## config.mk

```make
export PLATFORM = sky130hd
export DESIGN_NAME = euler_cycle_finder_unit
export DESIGN_NICKNAME = d
export VERILOG_FILES = /design/src/sv/ecf_pkg.sv /design/src/sv/ecf_ram.sv /design/src/sv/euler_cycle_finder_unit.sv
export VERILOG_INCLUDE_DIRS = /design/src /design/src/sv
export SDC_FILE = /design/constraint.sdc
export NUM_CORES = 1
export LEC_CHECK = 0
export ABC_AREA = 1
export BUFFER_PORTS_ARGS = -buffer_cell sky130_fd_sc_hd__buf_2
export CORE_AREA = 2 2 226 339
export DETAILED_ROUTE_END_ITERATION = 12
export DIE_AREA = 0 0 228 341
export GPL_TIMING_DRIVEN = 1
export HOLD_SLACK_MARGIN = 0.08
export PLACE_DENSITY_LB_ADDON = 0.05
export SLEW_MARGIN = 25
export SYNTH_ARGS = -nofsm -noshare
export SYNTH_HDL_FRONTEND = slang
export SYNTH_SLANG_ARGS = --single-unit
```

## constraint.sdc

```tcl
create_clock -name clk_i -period 10.85 [get_ports clk_i]
set_clock_uncertainty 0.15 [all_clocks]
set_input_delay 3.255 -clock clk_i [delete_from_list [all_inputs] [get_ports clk_i]]
set_output_delay 3.255 -clock clk_i [all_outputs]
set_load 0.02 [all_outputs]
```

## src/sv/assert_macros.svh

```systemverilog
// Assertion helpers for the RTL files.
`ifndef ASSERT_MACROS_SVH
`define ASSERT_MACROS_SVH

// Check a property on every rising edge outside reset.
`define ECF_ASSERT(lbl, prop, msg) \
  lbl: assert property (@(posedge clk_i) disable iff (!rst_ni) (prop)) else $error(msg);

// Check that a condition is followed by another in the next cycle.
`define ECF_ASSERT_NEXT(lbl, ante, cons, msg) \
  lbl: assert property (@(posedge clk_i) disable iff (!rst_ni) (ante) |=> (cons)) else $error(msg);

`endif

```

## src/sv/ecf_pkg.sv

```systemverilog
`default_nettype none
package ecf_pkg;

  localparam int unsigned MaxVertices = 8;
  localparam int unsigned VtxW        = $clog2(MaxVertices);
  localparam int unsigned ListCap     = MaxVertices + 1;
  localparam int unsigned LenW        = $clog2(ListCap + 1);
  localparam int unsigned ListSlots   = 2 ** LenW;
  localparam int unsigned NbrDepth    = MaxVertices * ListSlots;
  localparam int unsigned MaxResults  = (MaxVertices * (MaxVertices + 1)) / 2 + 1;
  localparam int unsigned SpW         = $clog2(MaxResults + 1);
  localparam int unsigned StkW        = VtxW + LenW;
  localparam int unsigned VcW         = 4;
  localparam int unsigned UsedAw      = 2 * VtxW;
  localparam int unsigned UsedDepth   = 2 ** UsedAw;
  localparam int unsigned ClrW        = UsedAw + 1;

  typedef enum logic [1:0] {
    ModeAdd   = 2'd0,
    ModeFind  = 2'd1,
    ModeClear = 2'd2
  } mode_e;

endpackage
`default_nettype wire

```

## src/sv/ecf_ram.sv

```systemverilog
`default_nettype none
module ecf_ram #(
  parameter int unsigned Width = 8,
  parameter int unsigned Depth = 16
) (
  input  wire logic                     clk_i,
  input  wire logic                     we_i,
  input  wire logic [$clog2(Depth)-1:0] waddr_i,
  input  wire logic [Width-1:0]         wdata_i,
  input  wire logic [$clog2(Depth)-1:0] raddr_i,
  output logic      [Width-1:0]         rdata_o
);

  logic [Width-1:0] mem_q [Depth];

  // Write one word, read one word through an output register
  always_ff @(posedge clk_i) begin
    if (we_i) begin
      mem_q[waddr_i] <= wdata_i;
    end
    rdata_o <= mem_q[raddr_i];
  end

endmodule
`default_nettype wire

```

## src/sv/euler_cycle_finder_unit.sv

```systemverilog
`default_nettype none
`include "assert_macros.svh"
// Euler circuit finder for an undirected graph of up to eight vertices.
// Command channel: a word (mode_i, edge_from_i, edge_to_i) is taken when
// start is high and busy is low; busy stays high until the command is done.
// Add edge: scans the first endpoint's neighbour list, a read and a compare
// step per entry, checks room in the second list, then writes both lists;
// a duplicate or a full list ends it sooner, and an endpoint out of range
// drops the word without raising busy. Clear: empties the lists, no busy.
// Find: a breadth-first pass from vertex 0 (a read and a compare step per
// list entry plus a pop step per vertex), a degree pass (a check step per
// vertex), then a depth-first edge walk (scan, compare and mark steps per
// list entry visited, and an emit and a load step per pop). The walk waits
// for the wipe of the edge marks that starts with the find.
// All of it runs one step a cycle.
// Results come as one-cycle strobes on result_valid_o with cycle_vertex_o,
// found_o and last_o; the receiver cannot stall them. A failed find gives
// one word with found_o low and last_o high.
// The APB port holds vertex_count at addresses 0 to 3; writing it empties the graph.
// Reset: vertex_count is 8, all lists are empty, the block is idle.
module euler_cycle_finder_unit
  import ecf_pkg::*;
(
  input  wire logic            clk_i,
  input  wire logic            rst_ni,
  input  wire logic            start,
  output logic                 busy,
  input  wire logic [1:0]      mode_i,
  input  wire logic [VtxW-1:0] edge_from_i,
  input  wire logic [VtxW-1:0] edge_to_i,
  output logic                 result_valid_o,
  output logic [VtxW-1:0]      cycle_vertex_o,
  output logic                 found_o,
  output logic                 last_o,
  input  wire logic            psel,
  input  wire logic            penable,
  input  wire logic            pwrite,
  input  wire logic [2:0]      paddr,
  input  wire logic [31:0]     pwdata,
  output logic [31:0]          prdata,
  output logic                 pready
);

  typedef enum logic [14:0] {
    StIdle  = 15'b000000000000001,
    StARd   = 15'b000000000000010,
    StACmp  = 15'b000000000000100,
    StACap  = 15'b000000000001000,
    StAWr1  = 15'b000000000010000,
    StAWr2  = 15'b000000000100000,
    StBInit = 15'b000000001000000,
    StBPop  = 15'b000000010000000,
    StBRd   = 15'b000000100000000,
    StBCmp  = 15'b000001000000000,
    StDChk  = 15'b000010000000000,
    StWScan = 15'b000100000000000,
    StWCmp  = 15'b001000000000000,
    StWLoad = 15'b010000000000000,
    StWUse  = 15'b100000000000000
  } state_e;

  state_e state_q, state_d;

  logic [VcW-1:0]  vc_q, vc_d;
  logic [LenW-1:0] len_q [MaxVertices];
  logic [LenW-1:0] len_d [MaxVertices];
  logic [MaxVertices-1:0] reached_q, reached_d;
  logic [VtxW-1:0] queue_q [MaxVertices];
  logic [LenW-1:0] head_q, head_d, tail_q, tail_d, cnt_q, cnt_d;
  logic [VcW-1:0]  dv_q, dv_d;
  logic [VtxW-1:0] a_q, a_d, b_q, b_d, v_q, v_d, cur_q, cur_d, nbr_q, nbr_d;
  logic [LenW-1:0] i_q, i_d, pos_q, pos_d;
  logic [SpW-1:0]  sp_q, sp_d;
  logic [ClrW-1:0] clr_q, clr_d;
  logic            rv_q, rv_d, fd_q, fd_d, ls_q, ls_d;
  logic [VtxW-1:0] cv_q, cv_d;

  logic            q_we;
  logic [VtxW-1:0] q_widx, q_wdata;

  logic [VtxW-1:0] len_idx;
  logic [LenW-1:0] len_rd;
  logic [LenW-1:0] pos_next;

  logic                       nb_we;
  logic [$clog2(NbrDepth)-1:0] nb_waddr, nb_raddr;
  logic [VtxW-1:0]            nb_wdata, nb_rdata;

  logic                          st_we;
  logic [$clog2(MaxResults)-1:0] st_waddr, st_raddr;
  logic [StkW-1:0]               st_wdata, st_rdata;

  logic              used_we;
  logic [UsedAw-1:0] used_waddr, used_raddr, pair_rd, pair_wr;
  logic              used_wdata, used_rdata;

  logic           cfg_wr;
  logic [VcW-1:0] cfg_val;

  ecf_ram #(.Width(VtxW), .Depth(NbrDepth)) u_nbr_ram (
    .clk_i  (clk_i),
    .we_i   (nb_we),
    .waddr_i(nb_waddr),
    .wdata_i(nb_wdata),
    .raddr_i(nb_raddr),
    .rdata_o(nb_rdata)
  );

  ecf_ram #(.Width(StkW), .Depth(MaxResults)) u_stack_ram (
    .clk_i  (clk_i),
    .we_i   (st_we),
    .waddr_i(st_waddr),
    .wdata_i(st_wdata),
    .raddr_i(st_raddr),
    .rdata_o(st_rdata)
  );

  // One mark per vertex pair, lower vertex first
  ecf_ram #(.Width(1), .Depth(UsedDepth)) u_used_ram (
    .clk_i  (clk_i),
    .we_i   (used_we),
    .waddr_i(used_waddr),
    .wdata_i(used_wdata),
    .raddr_i(used_raddr),
    .rdata_o(used_rdata)
  );

  assign busy           = (state_q != StIdle);
  assign result_valid_o = rv_q;
  assign cycle_vertex_o = cv_q;
  assign found_o        = fd_q;
  assign last_o         = ls_q;
  assign pready         = 1'b1;
  assign prdata         = 32'(vc_q);
  assign pos_next       = pos_q + LenW'(1);
  assign pair_rd        = (cur_q < nb_rdata) ? {cur_q, nb_rdata} : {nb_rdata, cur_q};
  assign pair_wr        = (cur_q < nbr_q) ? {cur_q, nbr_q} : {nbr_q, cur_q};

  // Decode a register write and clamp the vertex count to 1..8
  assign cfg_wr = psel && penable && pwrite && !paddr[2];
  always_comb begin
    cfg_val = pwdata[VcW-1:0];
    if (cfg_val == '0) begin
      cfg_val = VcW'(1);
    end else if (cfg_val > VcW'(MaxVertices)) begin
      cfg_val = VcW'(MaxVertices);
    end
  end

  // Pick the one list length each step needs
  always_comb begin
    case (state_q)
      StACap, StAWr2: len_idx = b_q;
      StBRd:          len_idx = v_q;
      StDChk:         len_idx = dv_q[VtxW-1:0];
      StWScan:        len_idx = cur_q;
      default:        len_idx = a_q;
    endcase
  end
  assign len_rd = len_q[len_idx];

  // Sequencer
  always_comb begin
    state_d    = state_q;
    vc_d       = vc_q;
    len_d      = len_q;
    reached_d  = reached_q;
    head_d     = head_q;
    tail_d     = tail_q;
    cnt_d      = cnt_q;
    dv_d       = dv_q;
    a_d        = a_q;
    b_d        = b_q;
    v_d        = v_q;
    cur_d      = cur_q;
    nbr_d      = nbr_q;
    i_d        = i_q;
    pos_d      = pos_q;
    sp_d       = sp_q;
    clr_d      = clr_q;
    rv_d       = 1'b0;
    cv_d       = cv_q;
    fd_d       = fd_q;
    ls_d       = ls_q;
    q_we       = 1'b0;
    q_widx     = '0;
    q_wdata    = '0;
    nb_we      = 1'b0;
    nb_waddr   = '0;
    nb_wdata   = '0;
    nb_raddr   = '0;
    st_we      = 1'b0;
    st_waddr   = '0;
    st_wdata   = '0;
    st_raddr   = '0;
    used_we    = 1'b0;
    used_waddr = '0;
    used_wdata = 1'b0;
    used_raddr = '0;

    // Wipe the edge marks one word a cycle
    if (!clr_q[UsedAw]) begin
      used_we    = 1'b1;
      used_waddr = clr_q[UsedAw-1:0];
      used_wdata = 1'b0;
      clr_d      = clr_q + ClrW'(1);
    end

    case (state_q)
      StIdle: begin
        if (start) begin
          case (mode_i)
            ModeAdd: begin
              a_d = edge_from_i;
              b_d = edge_to_i;
              i_d = '0;
              if ((VcW'(edge_from_i) < vc_q) && (VcW'(edge_to_i) < vc_q)) begin
                state_d = StARd;
              end
            end
            ModeFind: state_d = StBInit;
            ModeClear: begin
              for (int k = 0; k < MaxVertices; k++) len_d[k] = '0;
            end
            default: ;
          endcase
        end
      end
      // Scan the first endpoint's list for a duplicate; drop the edge if it is full
      StARd: begin
        if (i_q < len_rd) begin
          nb_raddr = {a_q, i_q};
          state_d  = StACmp;
        end else if (len_rd >= LenW'(ListCap)) begin
          state_d = StIdle;
        end else begin
          state_d = StACap;
        end
      end
      StACmp: begin
        if (nb_rdata == b_q) begin
          state_d = StIdle;
        end else begin
          i_d     = i_q + LenW'(1);
          state_d = StARd;
        end
      end
      // Drop the edge if the second list has no room
      StACap: begin
        if ((a_q == b_q) ? (len_rd >= LenW'(ListCap - 1)) : (len_rd >= LenW'(ListCap))) begin
          state_d = StIdle;
        end else begin
          state_d = StAWr1;
        end
      end
      StAWr1: begin
        nb_we      = 1'b1;
        nb_waddr   = {a_q, len_rd};
        nb_wdata   = b_q;
        len_d[a_q] = len_rd + LenW'(1);
        state_d    = StAWr2;
      end
      StAWr2: begin
        nb_we      = 1'b1;
        nb_waddr   = {b_q, len_rd};
        nb_wdata   = a_q;
        len_d[b_q] = len_rd + LenW'(1);
        state_d    = StIdle;
      end
      // Breadth-first reachability from vertex 0; start the mark wipe
      StBInit: begin
        reached_d    = '0;
        reached_d[0] = 1'b1;
        q_we         = 1'b1;
        head_d       = '0;
        tail_d       = LenW'(1);
        cnt_d        = '0;
        clr_d        = '0;
        state_d      = StBPop;
      end
      StBPop: begin
        if (head_q < tail_q) begin
          v_d     = queue_q[head_q[VtxW-1:0]];
          head_d  = head_q + LenW'(1);
          cnt_d   = cnt_q + LenW'(1);
          i_d     = '0;
          state_d = StBRd;
        end else if (VcW'(cnt_q) == vc_q) begin
          dv_d    = '0;
          state_d = StDChk;
        end else begin
          rv_d    = 1'b1;
          cv_d    = '0;
          fd_d    = 1'b0;
          ls_d    = 1'b1;
          state_d = StIdle;
        end
      end
      StBRd: begin
        if (i_q < len_rd) begin
          nb_raddr = {v_q, i_q};
          state_d  = StBCmp;
        end else begin
          state_d = StBPop;
        end
      end
      StBCmp: begin
        if (!reached_q[nb_rdata] && (tail_q < LenW'(MaxVertices))) begin
          reached_d[nb_rdata] = 1'b1;
          q_we                = 1'b1;
          q_widx              = tail_q[VtxW-1:0];
          q_wdata             = nb_rdata;
          tail_d              = tail_q + LenW'(1);
        end
        i_d     = i_q + LenW'(1);
        state_d = StBRd;
      end
      // Every degree must be even; hold until the marks are wiped
      StDChk: begin
        if (dv_q == vc_q) begin
          if (clr_q[UsedAw]) begin
            cur_d   = '0;
            pos_d   = '0;
            sp_d    = SpW'(1);
            state_d = StWScan;
          end
        end else if (len_rd[0]) begin
          rv_d    = 1'b1;
          cv_d    = '0;
          fd_d    = 1'b0;
          ls_d    = 1'b1;
          state_d = StIdle;
        end else begin
          dv_d = dv_q + VcW'(1);
        end
      end
      // Edge walk: fetch the next neighbour or emit and pop
      StWScan: begin
        if (pos_q < len_rd) begin
          nb_raddr = {cur_q, pos_q};
          state_d  = StWCmp;
        end else begin
          rv_d = 1'b1;
          cv_d = cur_q;
          fd_d = 1'b1;
          ls_d = (sp_q == SpW'(1));
          sp_d = sp_q - SpW'(1);
          if (sp_q == SpW'(1)) begin
            state_d = StIdle;
          end else begin
            st_raddr = $clog2(MaxResults)'(sp_q - SpW'(2));
            state_d  = StWLoad;
          end
        end
      end
      // Look up the mark of the edge to the fetched neighbour
      StWCmp: begin
        nbr_d      = nb_rdata;
        used_raddr = pair_rd;
        state_d    = StWUse;
      end
      StWUse: begin
        if (!used_rdata && (sp_q < SpW'(MaxResults))) begin
          used_we    = 1'b1;
          used_waddr = pair_wr;
          used_wdata = 1'b1;
          st_we      = 1'b1;
          st_waddr   = $clog2(MaxResults)'(sp_q - SpW'(1));
          st_wdata   = {cur_q, pos_next};
          cur_d      = nbr_q;
          pos_d      = '0;
          sp_d       = sp_q + SpW'(1);
        end else begin
          pos_d = pos_next;
        end
        state_d = StWScan;
      end
      StWLoad: begin
        cur_d   = st_rdata[StkW-1:LenW];
        pos_d   = st_rdata[LenW-1:0];
        state_d = StWScan;
      end
      default: state_d = StIdle;
    endcase

    // A register write empties the graph
    if (cfg_wr) begin
      vc_d = cfg_val;
      for (int k = 0; k < MaxVertices; k++) len_d[k] = '0;
    end
  end

  // Control registers
  always_ff @(posedge clk_i or negedge rst_ni) begin
    if (!rst_ni) begin
      state_q   <= StIdle;
      vc_q      <= VcW'(MaxVertices);
      for (int k = 0; k < MaxVertices; k++) len_q[k] <= '0;
      reached_q <= '0;
      head_q    <= '0;
      tail_q    <= '0;
      cnt_q     <= '0;
      dv_q      <= '0;
      i_q       <= '0;
      pos_q     <= '0;
      sp_q      <= '0;
      clr_q     <= '0;
      rv_q      <= 1'b0;
    end else begin
      state_q   <= state_d;
      vc_q      <= vc_d;
      len_q     <= len_d;
      reached_q <= reached_d;
      head_q    <= head_d;
      tail_q    <= tail_d;
      cnt_q     <= cnt_d;
      dv_q      <= dv_d;
      i_q       <= i_d;
      pos_q     <= pos_d;
      sp_q      <= sp_d;
      clr_q     <= clr_d;
      rv_q      <= rv_d;
    end
  end

  // Payload registers
  always_ff @(posedge clk_i) begin
    a_q   <= a_d;
    b_q   <= b_d;
    v_q   <= v_d;
    cur_q <= cur_d;
    nbr_q <= nbr_d;
    cv_q  <= cv_d;
    fd_q  <= fd_d;
    ls_q  <= ls_d;
    if (q_we) begin
      queue_q[q_widx] <= q_wdata;
    end
  end

  `ECF_ASSERT(a_fail_word, rv_q && !fd_q |-> (cv_q == '0) && ls_q, "failed find word malformed")
  `ECF_ASSERT(a_last_idle, rv_q && ls_q |-> !busy, "busy after last word")
  `ECF_ASSERT_NEXT(a_find_busy, start && !busy && (mode_i == ModeFind), busy, "find not started")
  `ECF_ASSERT(a_sp_bound, sp_q <= SpW'(MaxResults), "walk stack overflow")

endmodule
`default_nettype wire
```

[After elaboration in Yosys (flattened, before gate mapping)]
Memory sizes are Yosys's and may differ from the RTL's. A register that Yosys moved wholly into a read port is not among the register bits.
Cells that the tools add are included.
Word-level totals
  bits in registers: 114
  memory bits (writable): 731
  logic and storage cells: 281
  memories kept: 4
Cells by class
  add/sub/neg operators: 11
  magnitude comparators: 19
  eq/ne operators: 45
  mux-type cells: 133
  bitwise gates (word level): 4
  reductions and logical operators: 37
Memories
  u_nbr_ram.mem_q: depth 128, bits a word 3, rd ports 1, clocked after memory_dff 1, wr ports 1, line ecf_ram.sv:14  | logic [Width-1:0] mem_q [Depth];
  u_stack_ram.mem_q: depth 37, bits a word 7, rd ports 1, clocked after memory_dff 1, wr ports 1, line ecf_ram.sv:14
  u_used_ram.mem_q: depth 64, bits a word 1, rd ports 1, clocked after memory_dff 1, wr ports 1, line ecf_ram.sv:14
  queue_q: depth 8, bits a word 3, rd ports 1, clocked after memory_dff 1, wr ports 1, line euler_cycle_finder_unit.sv:68  | logic [VtxW-1:0] queue_q [MaxVertices];
Operators with widths (count)
  one-hot mux 15 bit (13 select lines): 1
  2-to-1 mux 32 bit: 3
  one-hot mux 32 bit (3 select lines): 1
  2-to-1 mux 6 bit: 15
  2-to-1 mux 4 bit: 22
  2-to-1 mux 15 bit: 5
  bitwise mux 32 bit: 2
  2-to-1 mux 7 bit: 7
  2-to-1 mux 3 bit: 12
  2-to-1 mux 1 bit: 33
  one-hot mux 4 bit (2 select lines): 4
  one-hot mux 15 bit (2 select lines): 1
  adder 4 x 1 -> 4 bit, second input constant: 7
  2-to-1 mux 14 bit: 2
  inequality test 2 bit, second input constant: 14
  demux 4 bit (select 3 bit): 2
  2-to-1 mux 11 bit: 2
  one-hot mux 7 bit (3 select lines): 1
  >= comparator 4 bit, second input constant: 5
  AND reduction 5 bit: 4
  one-hot mux 3 bit (3 select lines): 2
  one-hot mux 6 bit (3 select lines): 1
  one-hot mux 4 bit (4 select lines): 1
  one-hot mux 8 bit (2 select lines): 1
  other kinds (65): 101

[Depth between registers and ports, before layout]
  word-level depth: 11
  mapped depth: 35

[Cells and area by module]
From an unflattened synthesis, not the netlist that was laid out.
Unflattened totals
  cells, all modules: 3984
  area, all modules: 39655.5 um2
By module, submodules not included
  ecf_ram at u_nbr_ram: instances 1, cells each 1463, area an instance 16168.0 um2
  ecf_ram at u_stack_ram: instances 1, cells each 912, area an instance 10775.3 um2
  euler_cycle_finder_unit: instances 1, cells each 1295, area an instance 9666.8 um2
  ecf_ram at u_used_ram: instances 1, cells each 314, area an instance 3045.4 um2

[Least setup slack after synthesis]
No wires, ideal clock.
  path type: register to register
  from: reg state_q[10]
  to: mem u_nbr_ram.mem_q[0][2] (netlist name), data pin
  arrival time: 5131 ps
  data required time: 9803 ps
  setup slack: 4672 ps
  stages on the path, launching flop included: 9
  buffers on the path: 1
  period minus slack after synthesis: 6178 ps
  cell sequence: dfrtp_1 nor2_1 nand2_2 nor2_8 nand2_1 nor2_1 inv_1 clkbuf_1 o22ai_1
On the way
  word-level cells in the longest chain between the ends: 2
Ends and longest elaborated chain
  from (decl): line euler_cycle_finder_unit.sv:62  | state_e state_q, state_d;
  from (signal assigned): line euler_cycle_finder_unit.sv:396  | state_q <= StIdle;
  from (signal assigned): line euler_cycle_finder_unit.sv:410  | state_q <= state_d;
  equality test 15 x 6 -> 1 bit / equality test 15 x 5 -> 1 bit (equally long branches): line euler_cycle_finder_unit.sv:209  | case (state_q)
  one-hot mux 3 bit (2 select lines) *: line euler_cycle_finder_unit.sv:209
  net nb_wdata[2]: line euler_cycle_finder_unit.sv:87  | logic [VtxW-1:0] nb_wdata, nb_rdata;
  to (decl): line ecf_ram.sv:14
Mark *: on every way through the listed nets, which the timed path passes. The rest lies on a longest branch.

[Final worst setup path]
  from: reg state_q[10]
  to: reg u_nbr_ram.rdata_o[1], read port of u_nbr_ram.mem_q
On the way
  word-level cells in the longest chain between the ends: 10
Ends and longest elaborated chain
  equality test 15 x 4 -> 1 bit / equality test 15 x 6 -> 1 bit (equally long branches): line euler_cycle_finder_unit.sv:152  | case (state_q)
  OR reduction 2 bit: line euler_cycle_finder_unit.sv:152
  one-hot mux 3 bit (4 select lines): line euler_cycle_finder_unit.sv:152
  NOT 3 -> 4 bit (not written as such): line euler_cycle_finder_unit.sv:160  | assign len_rd = len_q[len_idx];
  binary-select mux 4 bit (select 3 bit): line euler_cycle_finder_unit.sv:160
  2-to-1 mux 4 bit (not written as such) (2 in a row): line euler_cycle_finder_unit.sv:160
  < comparator 4 bit, on equally long branches: line euler_cycle_finder_unit.sv:339, euler_cycle_finder_unit.sv:231, euler_cycle_finder_unit.sv:300
  2-to-1 mux 7 bit, on equally long branches: line euler_cycle_finder_unit.sv:339, euler_cycle_finder_unit.sv:231, euler_cycle_finder_unit.sv:300
  one-hot mux 7 bit (3 select lines) *: line euler_cycle_finder_unit.sv:209
  to (decl): line ecf_ram.sv:11  | output logic [Width-1:0] rdata_o
Every way passes the cells marked *; elsewhere a longest branch is shown, timed or not. The select of a mux whose other input is x is not followed.
A chain may end at the register's enable or synchronous reset.

==> qor.txt <==
Fraction of registers with async set/reset: 11.29%
Post-DP HPWL: 67.02 mm
Initial antenna violation count: 0
Die Y: 341 µm
Post-synthesis mux area share: 0.02769%
Fin Hold WS: 300.8 ps
Global-route wire length before repair: 159.4 mm
Antenna diode count: 0
FMAX: 136.9 MHz
Fin crit share: 67.33%
TritonCTS clock tree: yes
Measured slew at the worst slew-check pin: 954.5 ps
Total CTS buffers: 81
Average size of a mapped cell: 10.02 µm²
Starting Density: 54.36%
Ranking of synthesized cells by area: edfxtp_1 55%, nand2_1 6.7%, nand3_1 6.7%
Placed insts: 4949
Power Total: 7.096 mW
Synth Register Bits: 859
Net Sw Power: 1.763 mW
Max Slew Vio Count: 0
Largest family of logic cells by synthesized area: simple AND/OR/NAND/NOR gates
CP endpoint kind: flip-flop
Layout area overhead: 8.539%
Number of global-route vias before repair: 28.06k
Slew HR: 36.36%
Worst Hold Class: flip-flop to flip-flop
Vias: 28.65k
Outcome: complete, no violations
# setup viols final: 0
Final hold viol count: 0
XOR/XNOR Fraction of Synth Area: 0.6247%
VDD IR-drop max: 0.1518 mV
Final Critical Period: 7306 ps
Post-Synth Adder-Cell Area: 1.139%
Final worst slack: 3544 ps
Clock power share: 39.2%
Initial DRC Count: 2066
Most frequent cell on the critical path: nand2_1
Largest stage delay, worst path: 810 ps
Startpoint class of the critical path: flip-flop
Port Buffers: 29
Postcts setup bufs: 0
Core area: 0.07479 mm²
Setup TNS: 0 ps
Congestion Overflow GR: 0
Share of cells above drive strength 1: 7.841%
Seq pwr share: 51.6%
Routed wire length: 104.9 mm
Post-synth EDFFs: 751
Primary FF master, synth: edfxtp_1
Syn. warnings: 0
GRT Overall Usage: 26.74%
Average wire per standard cell: 20.59 µm
Largest net degree at the start of global routing: 104
Clock Sink Count: 859
FF/Latch Area: 0.02520 mm²
P_int: 5.333 mW
DRT antenna net count: 0
Comb pwr share: 9.3%
Clk_lat worst skew: 640 ps
Max-cap violations: 0
Die width: 228 µm
Sw Share: 24.85%
Rows: 123
Fin util: 59.01%
Seq/Total Area, Yosys: 61.98%
Fin cells: 5094
Clock root cell: clkbuf_16
WP data required: 11190 ps
Setup Crit Path Kind: flip-flop to flip-flop
Pre-CTS setup slack: 3319 ps
Residual DRC count: 0
Nets@finish: 4119
Critical path's slowest cell: nand2_4
Synth top area share: 55.46%
Cts hold-fix bufs: 0
Die area: 0.07775 mm²
Largest area contributor in the netlist: edfxtp_1
Compound-Gate Fraction of Synth Area: 6.779%
Arr. time, crit path: 7640 ps
Reg clk slew, reported paths: 60 ps
H-tree Lvls: 3
Cells after synthesis: 4058
Final Wtd Congestion: 0.9257
Most common cell after layout, fill and taps aside: edfxtp_1
Critical Path Fanout Max: 66
Final Cell Area: 0.04413 mm²
I/O Pins: 89
Synth Area in Simple Gates: 22.28%
Power density of the placed cells: 160.8 mW/mm²
Post-CTS sizing: 0
Leak: 17.18 nW
Yosys cell types: 61
Multi-input gate area: 0.01280 mm²
Fillers: 6505
RSZ-0062 raised after global routing: no
Clock Path Buffers: 3
Vias per std cell: 5.623
Post-DP Area: 0.04155 mm²
Post-Syn Area: 0.04066 mm²
DRT Pass-1 Iters: 5
Commonest cells after routing, fill and taps aside: 751 x edfxtp_1, 724 x nand2_1, 542 x nand3_1
-- state kept, by name (all words and copies together) (netlist names), 6 cells and up --
register,count
u_nbr_ram.mem_q,384
u_stack_ram.mem_q,259
u_used_ram.mem_q,64
len_q,32
queue_q,24
state_q,15
reached_q,8
clr_q,7
u_stack_ram.rdata_o,7
sp_q,6
-- area by class of cell --
class	instances	area share, %
inverters	465	3.955
clock inverters	42	0.8165
repair buffers	85	1.332
well taps	1000	2.835
multi-input cells	2541	28.99
clock buffers	102	4.964
flip-flops and latches	859	57.10
-- power groups by stage --
stage / Sequential, mW / Clock [mW] / Combinational, mW
2_1_floorplan: 3.71 / 0 / 0.465
3_3_place_gp: 3.73 / 0 / 0.644
3_5_place_dp: 3.73 / 0 / 0.652
4_1_cts: 3.66 / 2.82 / 0.656
5_1_grt: 3.67 / 2.94 / 0.732
6_report: 3.66 / 2.78 / 0.658
-- path summary, 6_finish.rpt --
kind	startpoint	slack, ps	cells past startpoint	to
max in group asynchronous	rst_ni	6910	2	sp_q[1]
hold / removal	u_stack_ram.rdata_o[3]	300	2	pos_q[3]
hold reg to reg	u_stack_ram.rdata_o[3]	300	2	pos_q[3]
setup reg to reg	state_q[10]	3540	29	u_nbr_ram.rdata_o[1]
min in group asynchronous	rst_ni	2470	1	len_q[16]
setup / recovery	state_q[10]	3540	29	u_nbr_ram.rdata_o[1]
-- critical path: cells and delay by family, from the launching register on --
family / cells / cell delay, ps
AND/OR/NAND/NOR: 22 / 4200
buffers and inverters: 3 / 1090
AO/OA/AOI/OAI: 3 / 850
flip-flops: 1 / 400
adder cells (fa/ha/maj): 1 / 360
-- synth_stat cells (all sizes together), types with 8 or more instances --
cell and count:
ha 37, clkbuf 89, edfxtp 751, nand3 550, dfrtp 95, o22ai 65, buf 138, xor2 19
o221ai 8, inv 460, o21a 8, a21oi 105, nor4 8, dfxtp 11, nand4 26, nand2 740
o21ai 170, xnor2 10, nor3 35, o211ai 65, a31oi 8, nor2 425, or2 48, nand3b 139
-- kinds of logic after synthesis --
family / after synthesis
adder cells (fa/ha/maj): 37
XOR/XNOR: 29
buffers and inverters: 692
AND/OR/NAND/NOR: 1975
AO/OA/AOI/OAI: 463
multiplexers: 1
other: 2
flip-flops: 859
-- per-layer routing --
metal  part of all wire, %  routed length (µm)  global-route usage, %
met4                   4.2                4366                  12.12
met5                     0                   0                      0
met2                    54               56710                  50.53
met3                   4.5                4768                  3.158
met1                    37               39060                  30.05
No activity file was read; power rests on OpenSTA's default activity.
